<file path="config.mk">
export PLATFORM = sky130hd
export DESIGN_NAME = mqtt_fixed_header_deframer_unit
export DESIGN_NICKNAME = d
export VERILOG_FILES = /design/src/sv/mqttdf_pkg.sv /design/src/sv/mqtt_fixed_header_deframer_unit.sv
export SDC_FILE = /design/constraint.sdc
export NUM_CORES = 1
export LEC_CHECK = 0
export ABC_CLOCK_PERIOD_IN_PS = 9100
export BUFFER_PORTS_ARGS = -buffer_cell sky130_fd_sc_hd__buf_4
export CORE_MARGIN = 1.5
export CORE_UTILIZATION = 36
export CTS_BUF_LIST = sky130_fd_sc_hd__clkbuf_16
export CTS_CLUSTER_DIAMETER = 80
export DETAILED_ROUTE_END_ITERATION = 10
export PLACE_DENSITY = 0.6
export SLEW_MARGIN = 20
export SYNTH_ARGS = -nofsm -noshare
export SYNTH_HDL_FRONTEND = slang
export SYNTH_SLANG_ARGS = --single-unit
</file>
<file path="constraint.sdc">
create_clock -name clock -period 9.1 [get_ports clock]
set_input_delay 0 -clock clock [delete_from_list [all_inputs] [get_ports clock]]
set_output_delay 0 -clock clock [all_outputs]
set_load 0.03 [all_outputs]
</file>
<file path="src/sv/mqttdf_pkg.sv">
// Shared types and constants for the MQTT fixed-header deframer.
// No dependencies; imported by mqtt_fixed_header_deframer_unit.
package mqttdf_pkg;

   localparam int LEN_W            = 28;
   localparam int CNT_W            = 3;
   localparam int MAX_LEN_BYTES_DEF = 4;
   localparam int DIGIT_W          = 7;

   localparam logic [7:0] DIGIT_MASK = 8'd127;
   localparam logic [7:0] MORE_BIT   = 8'd128;
   localparam logic [7:0] TYPE_MASK  = 8'b11110000;
   localparam logic [7:0] FLAG_MASK  = 8'b00001111;

   typedef enum logic [1:0] {
      KIND_HEADER  = 2'd0,
      KIND_PAYLOAD = 2'd1,
      KIND_ERROR   = 2'd2
   } kind_type;

   typedef enum logic [1:0] {
      ERR_NONE          = 2'd0,
      ERR_LEN_TOO_LONG  = 2'd1,
      ERR_HDR_TRUNC     = 2'd2,
      ERR_PAYLOAD_TRUNC = 2'd3
   } err_type;

   typedef enum logic [3:0] {
      PH_CONTROL = 4'b0001,
      PH_LENGTH  = 4'b0010,
      PH_PAYLOAD = 4'b0100,
      PH_DISCARD = 4'b1000
   } phase_type;

endpackage

</file>
<file path="src/sv/mqtt_fixed_header_deframer_unit.sv">
// MQTT fixed-header deframer: control byte, remaining-length varint, payload.
// Depends on mqttdf_pkg.
//
// Usage:
//   Bytes of a received buffer enter on the req_ channel, one per beat, with
//   req_buffer_end high on the last byte of the buffer. The first byte is the
//   control byte, the next bytes the remaining length (base-128 varint, low
//   digit first). Once the length is complete one header beat leaves on the
//   rsp_ channel, followed by one beat per payload byte; rsp_packet_last marks
//   the final beat of a packet. Errors (too many length bytes, buffer ending in
//   the header, buffer ending before the payload is done) leave as one error
//   beat. Bytes after the payload are dropped up to the end of the buffer.
//   Throughput: one byte per cycle, also for bytes that give no result
//   (control, non-final length bytes, trailing bytes), while the receiver
//   does not stall. A result appears on rsp_ in the cycle after its byte is
//   accepted; the decode is one level of logic between the state registers
//   and the result register. Reset returns to waiting for a control byte and
//   empties the result register. When the receiver stalls, the result
//   register holds its beat and req_ready drops until that beat is taken.
module mqtt_fixed_header_deframer_unit #(
   parameter int MAX_LENGTH_BYTES = mqttdf_pkg::MAX_LEN_BYTES_DEF
) (
   input  logic                        clock,
   input  logic                        reset,
   input  logic                        req_valid,
   output logic                        req_ready,
   input  logic [7:0]                  req_rx_byte,
   input  logic                        req_buffer_end,
   output logic                        rsp_valid,
   input  logic                        rsp_ready,
   output logic [1:0]                  rsp_result_kind,
   output logic [3:0]                  rsp_packet_type,
   output logic [3:0]                  rsp_header_flags,
   output logic [mqttdf_pkg::LEN_W-1:0] rsp_remaining_length,
   output logic [7:0]                  rsp_payload_byte,
   output logic [1:0]                  rsp_error_code,
   output logic                        rsp_packet_last
);
   import mqttdf_pkg::*;

   phase_type               phase_ff, phase_in;
   logic [7:0]              tf_ff, tf_in;
   logic [LEN_W-1:0]        acc_ff, acc_in;
   logic [CNT_W-1:0]        cnt_ff, cnt_in;
   logic [LEN_W-1:0]        left_ff, left_in;

   logic                    rsp_valid_ff, rsp_valid_in;
   kind_type                kind_ff, kind_in;
   err_type                 err_ff, err_in;
   logic [7:0]              tf_out_ff;
   logic [LEN_W-1:0]        len_out_ff;
   logic [7:0]              pbyte_ff, pbyte_in;
   logic                    last_ff, last_in;

   logic                    req_fire;
   logic                    res_valid;
   logic [LEN_W-1:0]        digit_shifted;
   logic [LEN_W-1:0]        acc_sum;
   logic [LEN_W-1:0]        left_dec;

   assign req_ready = !rsp_valid_ff || rsp_ready;
   assign req_fire  = req_valid && req_ready;

   // place the 7-bit digit at its position in the length
   always_comb begin
      case (cnt_ff[1:0])
         2'd0:    digit_shifted = LEN_W'(req_rx_byte & DIGIT_MASK);
         2'd1:    digit_shifted = LEN_W'(req_rx_byte & DIGIT_MASK) << DIGIT_W;
         2'd2:    digit_shifted = LEN_W'(req_rx_byte & DIGIT_MASK) << (2 * DIGIT_W);
         default: digit_shifted = LEN_W'(req_rx_byte & DIGIT_MASK) << (3 * DIGIT_W);
      endcase
   end

   assign acc_sum  = acc_ff + digit_shifted;
   assign left_dec = left_ff - LEN_W'(1);

   always_comb begin
      phase_in  = phase_ff;
      tf_in     = tf_ff;
      acc_in    = acc_ff;
      cnt_in    = cnt_ff;
      left_in   = left_ff;
      res_valid = 1'b0;
      kind_in   = KIND_HEADER;
      err_in    = ERR_NONE;
      pbyte_in  = 8'd0;
      last_in   = 1'b0;
      case (phase_ff)
         PH_CONTROL: begin
            tf_in   = req_rx_byte;
            acc_in  = '0;
            cnt_in  = '0;
            left_in = '0;
            if (req_buffer_end) begin
               res_valid = 1'b1;
               kind_in   = KIND_ERROR;
               err_in    = ERR_HDR_TRUNC;
               last_in   = 1'b1;
            end else begin
               phase_in = PH_LENGTH;
            end
         end
         PH_LENGTH: begin
            if (cnt_ff >= CNT_W'(MAX_LENGTH_BYTES) || cnt_ff > CNT_W'(3)) begin
               res_valid = 1'b1;
               kind_in   = KIND_ERROR;
               err_in    = ERR_LEN_TOO_LONG;
               last_in   = 1'b1;
               phase_in  = req_buffer_end ? PH_CONTROL : PH_DISCARD;
            end else begin
               acc_in = acc_sum;
               cnt_in = cnt_ff + CNT_W'(1);
               if ((req_rx_byte & MORE_BIT) != 8'd0) begin
                  if (req_buffer_end) begin
                     res_valid = 1'b1;
                     kind_in   = KIND_ERROR;
                     err_in    = ERR_HDR_TRUNC;
                     last_in   = 1'b1;
                     phase_in  = PH_CONTROL;
                  end
               end else begin
                  left_in   = acc_sum;
                  res_valid = 1'b1;
                  if (acc_sum == '0) begin
                     last_in  = 1'b1;
                     phase_in = req_buffer_end ? PH_CONTROL : PH_DISCARD;
                  end else if (req_buffer_end) begin
                     kind_in  = KIND_ERROR;
                     err_in   = ERR_PAYLOAD_TRUNC;
                     last_in  = 1'b1;
                     phase_in = PH_CONTROL;
                  end else begin
                     phase_in = PH_PAYLOAD;
                  end
               end
            end
         end
         PH_PAYLOAD: begin
            left_in   = left_dec;
            res_valid = 1'b1;
            pbyte_in  = req_rx_byte;
            if (left_dec == '0) begin
               kind_in  = KIND_PAYLOAD;
               last_in  = 1'b1;
               phase_in = req_buffer_end ? PH_CONTROL : PH_DISCARD;
            end else if (req_buffer_end) begin
               kind_in  = KIND_ERROR;
               err_in   = ERR_PAYLOAD_TRUNC;
               last_in  = 1'b1;
               phase_in = PH_CONTROL;
            end else begin
               kind_in = KIND_PAYLOAD;
            end
         end
         PH_DISCARD: begin
            // drop trailing bytes until the buffer ends
            if (req_buffer_end) begin
               phase_in = PH_CONTROL;
            end
         end
         default: begin
            phase_in = PH_CONTROL;
         end
      endcase
   end

   always_comb begin
      if (req_fire) begin
         rsp_valid_in = res_valid;
      end else begin
         rsp_valid_in = rsp_valid_ff && !rsp_ready;
      end
   end

   always_ff @(posedge clock) begin
      if (reset) begin
         phase_ff     <= PH_CONTROL;
         tf_ff        <= '0;
         acc_ff       <= '0;
         cnt_ff       <= '0;
         left_ff      <= '0;
         rsp_valid_ff <= 1'b0;
      end else begin
         rsp_valid_ff <= rsp_valid_in;
         if (req_fire) begin
            phase_ff <= phase_in;
            tf_ff    <= tf_in;
            acc_ff   <= acc_in;
            cnt_ff   <= cnt_in;
            left_ff  <= left_in;
         end
      end
   end

   // result register: load only with a beat that carries a result
   always_ff @(posedge clock) begin
      if (req_fire && res_valid) begin
         kind_ff    <= kind_in;
         err_ff     <= err_in;
         tf_out_ff  <= tf_in;
         len_out_ff <= acc_in;
         pbyte_ff   <= pbyte_in;
         last_ff    <= last_in;
      end
   end

   assign rsp_valid            = rsp_valid_ff;
   assign rsp_result_kind      = kind_ff;
   assign rsp_packet_type      = 4'((tf_out_ff & TYPE_MASK) >> 4);
   assign rsp_header_flags     = 4'(tf_out_ff & FLAG_MASK);
   assign rsp_remaining_length = len_out_ff;
   assign rsp_payload_byte     = pbyte_ff;
   assign rsp_error_code       = err_ff;
   assign rsp_packet_last      = last_ff;

   a_payload_has_bytes: assert property (@(posedge clock) disable iff (reset)
      phase_ff == PH_PAYLOAD |-> left_ff != '0)
      else $error("payload phase with no bytes left");

   a_count_bounded: assert property (@(posedge clock) disable iff (reset)
      cnt_ff <= CNT_W'(MAX_LENGTH_BYTES))
      else $error("length byte count beyond limit");

   a_error_is_last: assert property (@(posedge clock) disable iff (reset)
      rsp_valid_ff && kind_ff == KIND_ERROR |-> last_ff)
      else $error("error beat not marked last");

   a_mid_payload_stays: assert property (@(posedge clock) disable iff (reset)
      req_fire && res_valid && kind_in == KIND_PAYLOAD && !last_in
      |=> phase_ff == PH_PAYLOAD)
      else $error("left payload phase before last byte");

   a_no_result_in_discard: assert property (@(posedge clock) disable iff (reset)
      req_fire && (phase_ff == PH_DISCARD || phase_ff == PH_CONTROL) && !req_buffer_end
      |=> !rsp_valid_ff || $past(rsp_valid_ff))
      else $error("result produced by a byte that gives none");

endmodule
</file>
==> results_dict.tcl, run 1 <==
set metrics [dict create \
    syn_inst 942 \
    critPathCaptureType "flip-flop" \
    ys_warn_count 0 \
    fmax_ghz 0.190 \
    status "completed" \
    ios 64 \
    cts_tree "done" \
    synth_ff_type "dfxtp_1" \
    rsz0062_at_grt "no" \
    hold_viol_final 0 \
    hp-class "input port to flip-flop" \
    wl_microns 24000 \
    clkSinkCount 121 \
    route.met2.wl_microns 11100 \
    critPathMaxFanout 9 \
    grt_pass1_vias 6801 \
    finalCoreUtilization_pct 42.7 \
    htree_levels 4 \
    synth.distinct_cells 79 \
    yosys-top-cells-area "edfxtp_1 19%, dfxtp_1 19%, nor2_1 6.0%" \
    slew_violations 0 \
    ys_seq_area_share_pct 37.8 \
    synth.net_count 991 \
    fin_crit_ns 5.27 \
    reg2reg_depth 15 \
    p_per_area_nw_per_um2 171 \
    drive_gt1_share_pct 12.6 \
    dr_wl_met3_microns 1260 \
    ir_drop_mv 0.101 \
    r2r_end "phase_ff[2]$_SDFFE_PP0P_" \
    worst_slew_pin_slew_ns 1.12 \
    area_growth_pct 16.4 \
    synth-edff-count 49 \
    dr.max_layer_used "met4" \
    synth-async-reset-ratio_pct 0 \
    dp_hpwl_microns 16400 \
    diodes 0 \
    fp.dieW_microns 149 \
    finalWeightedCongestion 0.944 \
    antenna_left 0 \
    drv_cap 0 \
    r2r-start "cnt_ff[0]$_SDFFE_PP0P_" \
    numCtsBuffers 17 \
    wl_per_cell_microns 18.9 \
    num_vias 7208 \
    port_buffers 63 \
    drt_pass1_iterations 5 \
    setup_viol 0 \
    total_power_mw 1.54 \
    drc 0 \
    cp.required_ns 9.42 \
    holdPathStages 2 \
    initial_utilization_pct 36.7 \
    crit_arrival_ns 5.59 \
    cts-root-buf "clkbuf_16" \
    die_area_sq_um 22300 \
    via_per_inst 5.70 \
    met1_length_microns 10800 \
    clk_pin_slew_ns 0.06 \
    synthTopCellsByCount "124 x nor2_1, 109 x nand2_1, 72 x dfxtp_1" \
    crit_type "flip-flop to flip-flop" \
    finalCritPeriodShare_pct 57.9 \
    syn_area_per_cell_sq_um 8.19 \
    crit_path_start_kind "flip-flop" \
    ys_ff_latch 121 \
    nets 1026 \
    min_to "phase_ff[1]$_SDFFE_PP0P_" \
    overflow 0 \
    r2r_slack_ns 3.83 \
    final.setup.tns_ns 0 \
    yosysTopAreaCell "edfxtp_1" \
    synth_area_sq_um 7710 \
    cts.repair.resized 0 \
    rows 53 \
    grt_pass1_wl_microns 37900 \
    core_area_sq_um 21000 \
    first_iter_violations 527 \
    grt_start_max_net_pins 73 \
    grt_util_all_layers_pct 22.3 \
    slew-limit-headroom_pct 24.6 \
    p_leak_nw 3.40 \
    yosys.area.top_type_share_pct 19.1 \
    skew_ns 0.0113 \
    die_y_microns 149 \
    cts_setup_buffers 0 \
    grt_antenna_before_repair 0 \
    clock_latency_ns 0.43 \
    yosysMostFrequentCell "nor2_1" \
    clockBufferDepth 2 \
    holdCritStartpoint "reset" \
]
## state kept, by name, summed over array words and instances, names as in the netlist
| signal | flops |
|---|---|
| tf_out_ff | 8 |
| rsp_remaining_length | 28 |
| rsp_packet_last | 1 |
| left_ff | 28 |
| rsp_payload_byte | 8 |
| tf_ff | 8 |
| rsp_result_kind | 2 |
| rsp_error_code | 2 |
| phase_ff | 4 |
| rsp_valid | 1 |
| acc_ff | 28 |
| cnt_ff | 3 |
## where the power goes
group          switching, mW  total [mW]  internal, mW  leakage (nW)
registers             0.0199       0.613         0.593          1.06
clock network          0.247       0.667         0.421         0.292
logic                  0.170       0.259        0.0897          2.06
## cells in the final DEF, fill, tap and decap left out, types with 17 or more instances in the layout
master,count
o21ai_0,67
and2_1,38
nor2_1,124
dfxtp_1,72
clkbuf_16,17
xnor2_1,25
buf_4,72
ha_1,35
inv_1,20
edfxtp_1,49
nor3_1,45
nand2_1,109
nand3_1,30
a21oi_1,65
## stage by stage
stage	area (sq um)	hold WS [ns]	worst slack, ns	std cells
3_5_place_dp	8300	0.361	4.25	1222
5_1_grt	8980	0.185	3.52	1265
2_1_floorplan	7710	0.186	4.69	942
6_report	8980	0.151	3.83	1265
3_3_place_gp	8300	0.349	4.42	1222
4_1_cts	8980	0.166	3.85	1265
## cell type report
| class | count | area, sq um |
|---|---|---|
| multi-input combinational | 738 | 4440 |
| sequential | 121 | 2910 |
| timing repair buffer | 83 | 651 |
| clock inverter | 15 | 146 |
| inverter | 16 | 60.1 |
| tap | 275 | 344 |
| fill | 2072 | 12000 |
| clock buffer | 17 | 425 |
## routing by layer
metal	vias to the layer above	global-route usage, %
li1	3491	-
met1	3432	29.0
met2	238	35.7
met3	47	4.28
met4	0	9.75
met5	-	0
## how the worst max path moves through the flow
stage	start	end	slack [ns]	cells after the start
floorplan	phase_ff[0]$_SDFFE_PP1P_	rsp_error_code[0]$_DFFE_PP_	4.69	5
global placement	cnt_ff[0]$_SDFFE_PP0P_	rsp_result_kind[1]$_DFFE_PP_	4.42	14
detailed placement	cnt_ff[0]$_SDFFE_PP0P_	rsp_result_kind[1]$_DFFE_PP_	4.25	14
CTS	cnt_ff[0]$_SDFFE_PP0P_	phase_ff[2]$_SDFFE_PP0P_	3.85	15
global route	cnt_ff[0]$_SDFFE_PP0P_	phase_ff[2]$_SDFFE_PP0P_	3.52	15
finish	cnt_ff[0]$_SDFFE_PP0P_	phase_ff[2]$_SDFFE_PP0P_	3.83	15
## critical path, cell delays in order, from the launching register on
cell and delay [ns]:
dfxtp_1 0.41, ha_1 0.41, nor2b_1 0.18, and2_1 0.20, ha_1 0.20, fa_1 0.41, a21o_1 0.21, a221o_1 0.37
a221oi_2 0.47, a211oi_1 0.14, a221oi_1 0.45, and3_1 0.25, nand4_1 0.19, nor4b_2 0.56, o21ai_1 0.14, dlygate4sd3_1 0.57
## what timing repair did
| item | in CTS | in global routing |
|---|---|---|
| endpoints found under the hold margin | 21 | 0 |
| hold buffers | 11 | 0 |
| setup endpoints to repair | 0 | 0 |
## cell families (layout without fill, tap and decap cells)
| logic type | after synthesis | after routing | synth area share [%] |
|---|---|---|---|
| compound gates | 243 | 243 | 20.1 |
| fa+ha+maj | 36 | 36 | 5.94 |
| xor+xnor | 40 | 40 | 4.54 |
| buf+inv | 83 | 131 | 5.06 |
| flops | 121 | 121 | 37.8 |
| mux | 1 | 1 | 0.146 |
| simple gates | 418 | 418 | 26.5 |
No activity file was read; power rests on OpenSTA's default activity.
==> run 2, diff against run 1 <==
--- a/config.mk
+++ b/config.mk
@@ -5,7 +5,7 @@
 export SDC_FILE = /design/constraint.sdc
 export NUM_CORES = 1
 export LEC_CHECK = 0
-export ABC_CLOCK_PERIOD_IN_PS = 9100
+export ABC_CLOCK_PERIOD_IN_PS = 5000
 export BUFFER_PORTS_ARGS = -buffer_cell sky130_fd_sc_hd__buf_4
 export CORE_MARGIN = 1.5
 export CORE_UTILIZATION = 36
==> constraint.sdc (replaced) <==
create_clock -name clock -period 5 [get_ports clock]
set_input_delay 0 -clock clock [delete_from_list [all_inputs] [get_ports clock]]
set_output_delay 0 -clock clock [all_outputs]
set_load 0.03 [all_outputs]
==> run 2 against run 1 <==
  * Core utilization up 0.43 points
  * Non-clock buffer count grew 4
  * First-iteration DRC count up 8.3%
  * Largest power group unchanged
  * Sequential share of layout area is 0.32 points lower
  * Clock skew is 0.0031 ns lower
  * Wire length grew 1.1%
==> results_dict.tcl, run 2 (synthesized netlist as in run 1, its figures left out) <==
set metrics [dict create \
    antenna_left 0 \
    grt_start_max_net_pins 73 \
    fin_crit_ns 4.59 \
    ir_drop_mv 0.138 \
    die_area_sq_um 22300 \
    initial_utilization_pct 36.7 \
    p_per_area_nw_per_um2 318 \
    p_leak_nw 3.41 \
    finalWeightedCongestion 0.976 \
    p_comb_share_pct 16.6 \
    ios 64 \
    num_vias 7306 \
    seq_area_sq_um 2910 \
    wl_microns 24200 \
    power_frac_clock_pct 44.8 \
    cts_tree "done" \
    slew-limit-headroom_pct 31.7 \
    via_per_inst 5.76 \
    switchingPower_uw 817 \
    grt_pass1_vias 6759 \
    htree_levels 4 \
    first_iter_violations 571 \
    crit_path_start_kind "flip-flop" \
    r2r_slack_ns 0.41 \
    crit_type "flip-flop to flip-flop" \
    fill_cells 2055 \
    drc 0 \
    drv_cap 0 \
    cp.required_ns 5.15 \
    final.setup.tns_ns 0 \
    wl_per_cell_microns 19.1 \
    clock_latency_ns 0.43 \
    core_area_sq_um 21000 \
    numCtsBuffers 17 \
    nets 1030 \
    total_power_mw 2.89 \
    drt_pass1_iterations 5 \
    fmax_ghz 0.218 \
    dp_hpwl_microns 16700 \
    crit_arrival_ns 4.75 \
    multi_input_area_sq_um 4460 \
    status "completed" \
    finalCoreUtilization_pct 43.1 \
    port_buffers 63 \
    hp-class "input port to flip-flop" \
    die_y_microns 149 \
    dr.max_layer_used "met4" \
    setup_viol 0 \
    fp.dieW_microns 149 \
    finalCritPeriodShare_pct 91.9 \
    switching_share_pct 28.3 \
    route.met2.wl_microns 11000 \
    skew_ns 0.00820 \
    rsz0062_at_grt "no" \
    layout_common_cells "124 x nor2_1, 109 x nand2_1, 77 x buf_4, 72 x dfxtp_1, 67 x o21ai_0" \
    critPathMaxFanout 9 \
    diodes 0 \
    critPathCaptureType "flip-flop" \
    layout_commonest_cell "nor2_1" \
    rows 53 \
    met1_length_microns 10700 \
    grt_pass1_wl_microns 37800 \
    grt_antenna_before_repair 0 \
    clk_pin_slew_ns 0.06 \
    drive_gt1_share_pct 13.5 \
    seqPwrFrac_pct 38.6 \
    slew_violations 0 \
    worst_slew_pin_slew_ns 1.02 \
    cts-root-buf "clkbuf_16" \
    clockBufferDepth 2 \
    clkSinkCount 121 \
    overflow 0 \
    power.internal_mw 2.07 \
    area_growth_pct 17.6 \
    dr_wl_met3_microns 1500 \
    hold_viol_final 0 \
    grt_util_all_layers_pct 22.3 \
]
-- run 2: through the flow --
stage	cell area, sq um	hold WS (ns)	cells	setup WS (ns)
5_1_grt	9070	0.169	1269	0.0731
2_1_floorplan	7710	0.186	942	0.585
3_3_place_gp	8340	0.353	1227	0.471
4_1_cts	9050	0.161	1269	0.229
3_5_place_dp	8340	0.358	1227	0.232
6_report	9070	0.117	1269	0.407
-- run 2: worst max-delay path: stages, from the launching register on --
cell	delay (ns)
dfxtp_1	0.43
ha_2	0.35
nor2b_1	0.15
and2_1	0.18
ha_1	0.20
fa_1	0.41
a21o_1	0.20
a221o_1	0.38
a221oi_2	0.44
a211oi_1	0.14
a221oi_1	0.41
and3_1	0.24
nand4_1	0.24
nor4b_4	0.43
o311ai_1	0.13
-- run 2: power groups by stage --
| stage | sequential, mW | clock [mW] | combinational (mW) |
|---|---|---|---|
| after detailed placement | 1.14 | 0 | 0.466 |
| after CTS | 1.11 | 1.31 | 0.474 |
| after global routing | 1.12 | 1.35 | 0.520 |
| after global placement | 1.13 | 0 | 0.465 |
| final | 1.11 | 1.29 | 0.478 |
| after floorplan | 1.17 | 0 | 0.297 |
-- run 2: area by class of cell --
cell class,count,area share [%]
Inverter,16,0.662
Tap cell,275,3.79
Timing Repair Buffer,87,7.48
Sequential cell,121,32.1
Clock buffer,17,4.69
Clock inverter,15,2.03
Multi-Input combinational cell,738,49.2
-- run 2: timing repair --
| action | 4_1_cts | 5_1_grt |
|---|---|---|
| hold buffers | 10 | 0 |
| endpoints found under the hold margin | 20 | 0 |
| resized for setup | 0 | 2 |
| endpoints found under the setup margin | 0 | 5 |
| setup buffers | 0 | 0 |
-- run 2: routing by layer --
metal | global-route usage [%] | up-vias
li1 | - | 3503
met1 | 28.9 | 3471
met2 | 35.0 | 283
met3 | 4.59 | 49
met4 | 11.6 | 0
met5 | 0 | -
-- run 2: worst paths after layout --
path,from,endpoint,depth (start not counted)
min reg2reg,acc_ff[24]$_SDFFE_PP0P_,acc_ff[24]$_SDFFE_PP0P_,2
max,cnt_ff[0]$_SDFFE_PP0P_,rsp_result_kind[1]$_DFFE_PP_,14
min,reset,phase_ff[1]$_SDFFE_PP0P_,2
max reg2reg,cnt_ff[0]$_SDFFE_PP0P_,rsp_result_kind[1]$_DFFE_PP_,14
==> run 3, diff against run 2 <==
--- a/config.mk
+++ b/config.mk
@@ -13,6 +13,7 @@
 export CTS_CLUSTER_DIAMETER = 80
 export DETAILED_ROUTE_END_ITERATION = 10
 export PLACE_DENSITY = 0.6
+export REMOVE_ABC_BUFFERS = 1
 export SLEW_MARGIN = 20
 export SYNTH_ARGS = -nofsm -noshare
 export SYNTH_HDL_FRONTEND = slang
==> run 3 against run 2 <==
  * Setup slack got worse by 0.083 ns
  * Die area unchanged
  * Clock power increased by 5%
  * Combinational power decreased by 2%
  * Critical endpoint unchanged
  * Largest cell class unchanged
==> results_dict.tcl, run 3 (synthesized netlist as in run 1, its figures left out) <==
set metrics [dict create \
    htree_levels 4 \
    place_inst 1230 \
    crit_slowest_cell "a221oi_2" \
    clockBufferDepth 2 \
    drive_gt1_share_pct 13.3 \
    die_area_sq_um 22300 \
    grt_util_all_layers_pct 21.1 \
    clock_latency_ns 0.42 \
    drt_pass1_iterations 5 \
    fp.dieW_microns 149 \
    clkSinkCount 121 \
    ir_drop_mv 0.161 \
    worst_path_largest_cell_delay_ns 0.45 \
    clk_pin_slew_ns 0.06 \
    fmax_ghz 0.214 \
    cts_tree "done" \
    multi_input_area_sq_um 4450 \
    hp-class "input port to flip-flop" \
    drc 0 \
    reg2reg_depth 14 \
    instances_no_fill 1272 \
    first_iter_violations 855 \
    rows 53 \
    finalWeightedCongestion 0.938 \
    setup_ws_ns 0.324 \
    finalCritPeriodShare_pct 93.5 \
    status "completed" \
    total_power_mw 2.94 \
    critPathCaptureType "flip-flop" \
    setup_viol 0 \
    hold-worst-slack_ns 0.152 \
    crit_arrival_ns 4.83 \
    seq_area_sq_um 2910 \
    grt_pass1_vias 6532 \
    endpoint "rsp_result_kind[1]$_DFFE_PP_" \
    grt_pass1_wl_microns 36300 \
    hold_viol_final 0 \
    port_buffers 63 \
    worstPathCellList "ha_1, nor2b_1, and2_1, ha_1, fa_1, a21o_1, a221o_1, a221oi_2, a211oi_1, a221oi_1, and3_1, nand4_1, nor4b_4, o311ai_1" \
    crit_type "flip-flop to flip-flop" \
    rsz0062_at_grt "no" \
    numCtsBuffers 17 \
    stdcell_area_sq_um 9110 \
    ios 64 \
    cts-root-buf "clkbuf_16" \
    skew_ns 0.0118 \
    core_area_sq_um 21000 \
    antenna_left 0 \
    slew-limit-headroom_pct 30.7 \
    crit_path_start_kind "flip-flop" \
    layout_commonest_cell "nor2_1" \
    crit_path_frequent_cell "ha_1" \
    nets 1033 \
    via_per_inst 5.67 \
    r2r-start "cnt_ff[0]$_SDFFE_PP0P_" \
    dpl-instance-area_sq_um 8360 \
    overflow 0 \
    layout_common_cells "124 x nor2_1, 109 x nand2_1, 80 x buf_4, 72 x dfxtp_1, 68 x o21ai_0" \
    die_y_microns 149 \
    final.setup.tns_ns 0 \
    r2r_end "rsp_result_kind[1]$_DFFE_PP_" \
    grt_antenna_before_repair 0 \
    startpoint "cnt_ff[0]$_SDFFE_PP0P_" \
    p_leak_nw 3.48 \
    post-place-ws_ns 0.261 \
    fill_cells 2038 \
    finalCoreUtilization_pct 43.3 \
    cp.required_ns 5.15 \
    worst_slew_pin_slew_ns 1.04 \
    initial_utilization_pct 36.7 \
    drv_cap 0 \
    slew_violations 0 \
    area_growth_pct 18.2 \
    fin_crit_ns 4.68 \
    critPathMaxFanout 9 \
    r2r_slack_ns 0.32 \
    grt_start_max_net_pins 73 \
    wl_microns 22900 \
    dp_hpwl_microns 15900 \
    num_vias 7212 \
    wl_per_cell_microns 18.0 \
    diodes 0 \
    p_per_area_nw_per_um2 323 \
]
-- run 3: changes by cell type in the layout (fill, tap and decap cells not counted), sizes merged --
| cell | delta |
|---|---|
| inv | +6 |
| clkinv | -4 |
| clkinvlp | -4 |
| buf | +3 |
| bufinv | +2 |
-- run 3: repair_timing --
item,4_1_cts,5_1_grt
hold buffers,10,0
endpoints found under the hold margin,23,0
endpoints found under the setup margin,0,1
gates resized for setup,0,1
setup buffers,0,0
-- run 3: report_power, final --
group	switching, mW	leakage (nW)	internal (mW)
registers	0.0363	1.06	1.08
clock network	0.442	0.340	0.920
logic	0.301	2.08	0.168
-- run 3: how the worst min path moves through the flow --
| stage | end | start | cells past startpoint |
|---|---|---|---|
| 4_1_cts | left_ff[19]$_SDFFE_PP0P_ | reset | 2 |
| 3_3_place_gp | rsp_valid$_SDFF_PP0_ | rsp_ready | 3 |
| 3_5_place_dp | rsp_valid$_SDFF_PP0_ | rsp_ready | 3 |
| 2_1_floorplan | acc_ff[0]$_SDFFE_PP0P_ | reset | 1 |
| 5_1_grt | left_ff[17]$_SDFFE_PP0P_ | reset | 2 |
| 6_report | left_ff[19]$_SDFFE_PP0P_ | reset | 2 |
-- run 3: worst max-delay path, delay by kind of cell (launching register included) --
kind | cells | cell delay (ns)
AO/OA/AOI/OAI | 6 | 1.77
adder cells (fa/ha/maj) | 3 | 0.99
flip-flops | 1 | 0.43
AND/OR/NAND/NOR | 5 | 1.23
-- run 3: layer usage --
metal | GRT usage, % | vias to the layer above | wire [microns]
met3 | 5.02 | 48 | 1570
li1 | - | 3501 | -
met5 | 0 | - | 0
met4 | 9.21 | 0 | 779
met1 | 28.7 | 3405 | 10400
met2 | 31.6 | 258 | 10100
-- run 3: final cells by class --
cell class,instances,share of cell area (%)
Inverter,16,0.659
Timing Repair Buffer,90,7.69
Clock buffer,17,4.67
Tap cell,275,3.78
Multi-Input combinational cell,738,48.9
Sequential cell,121,32.0
Clock inverter,15,2.39
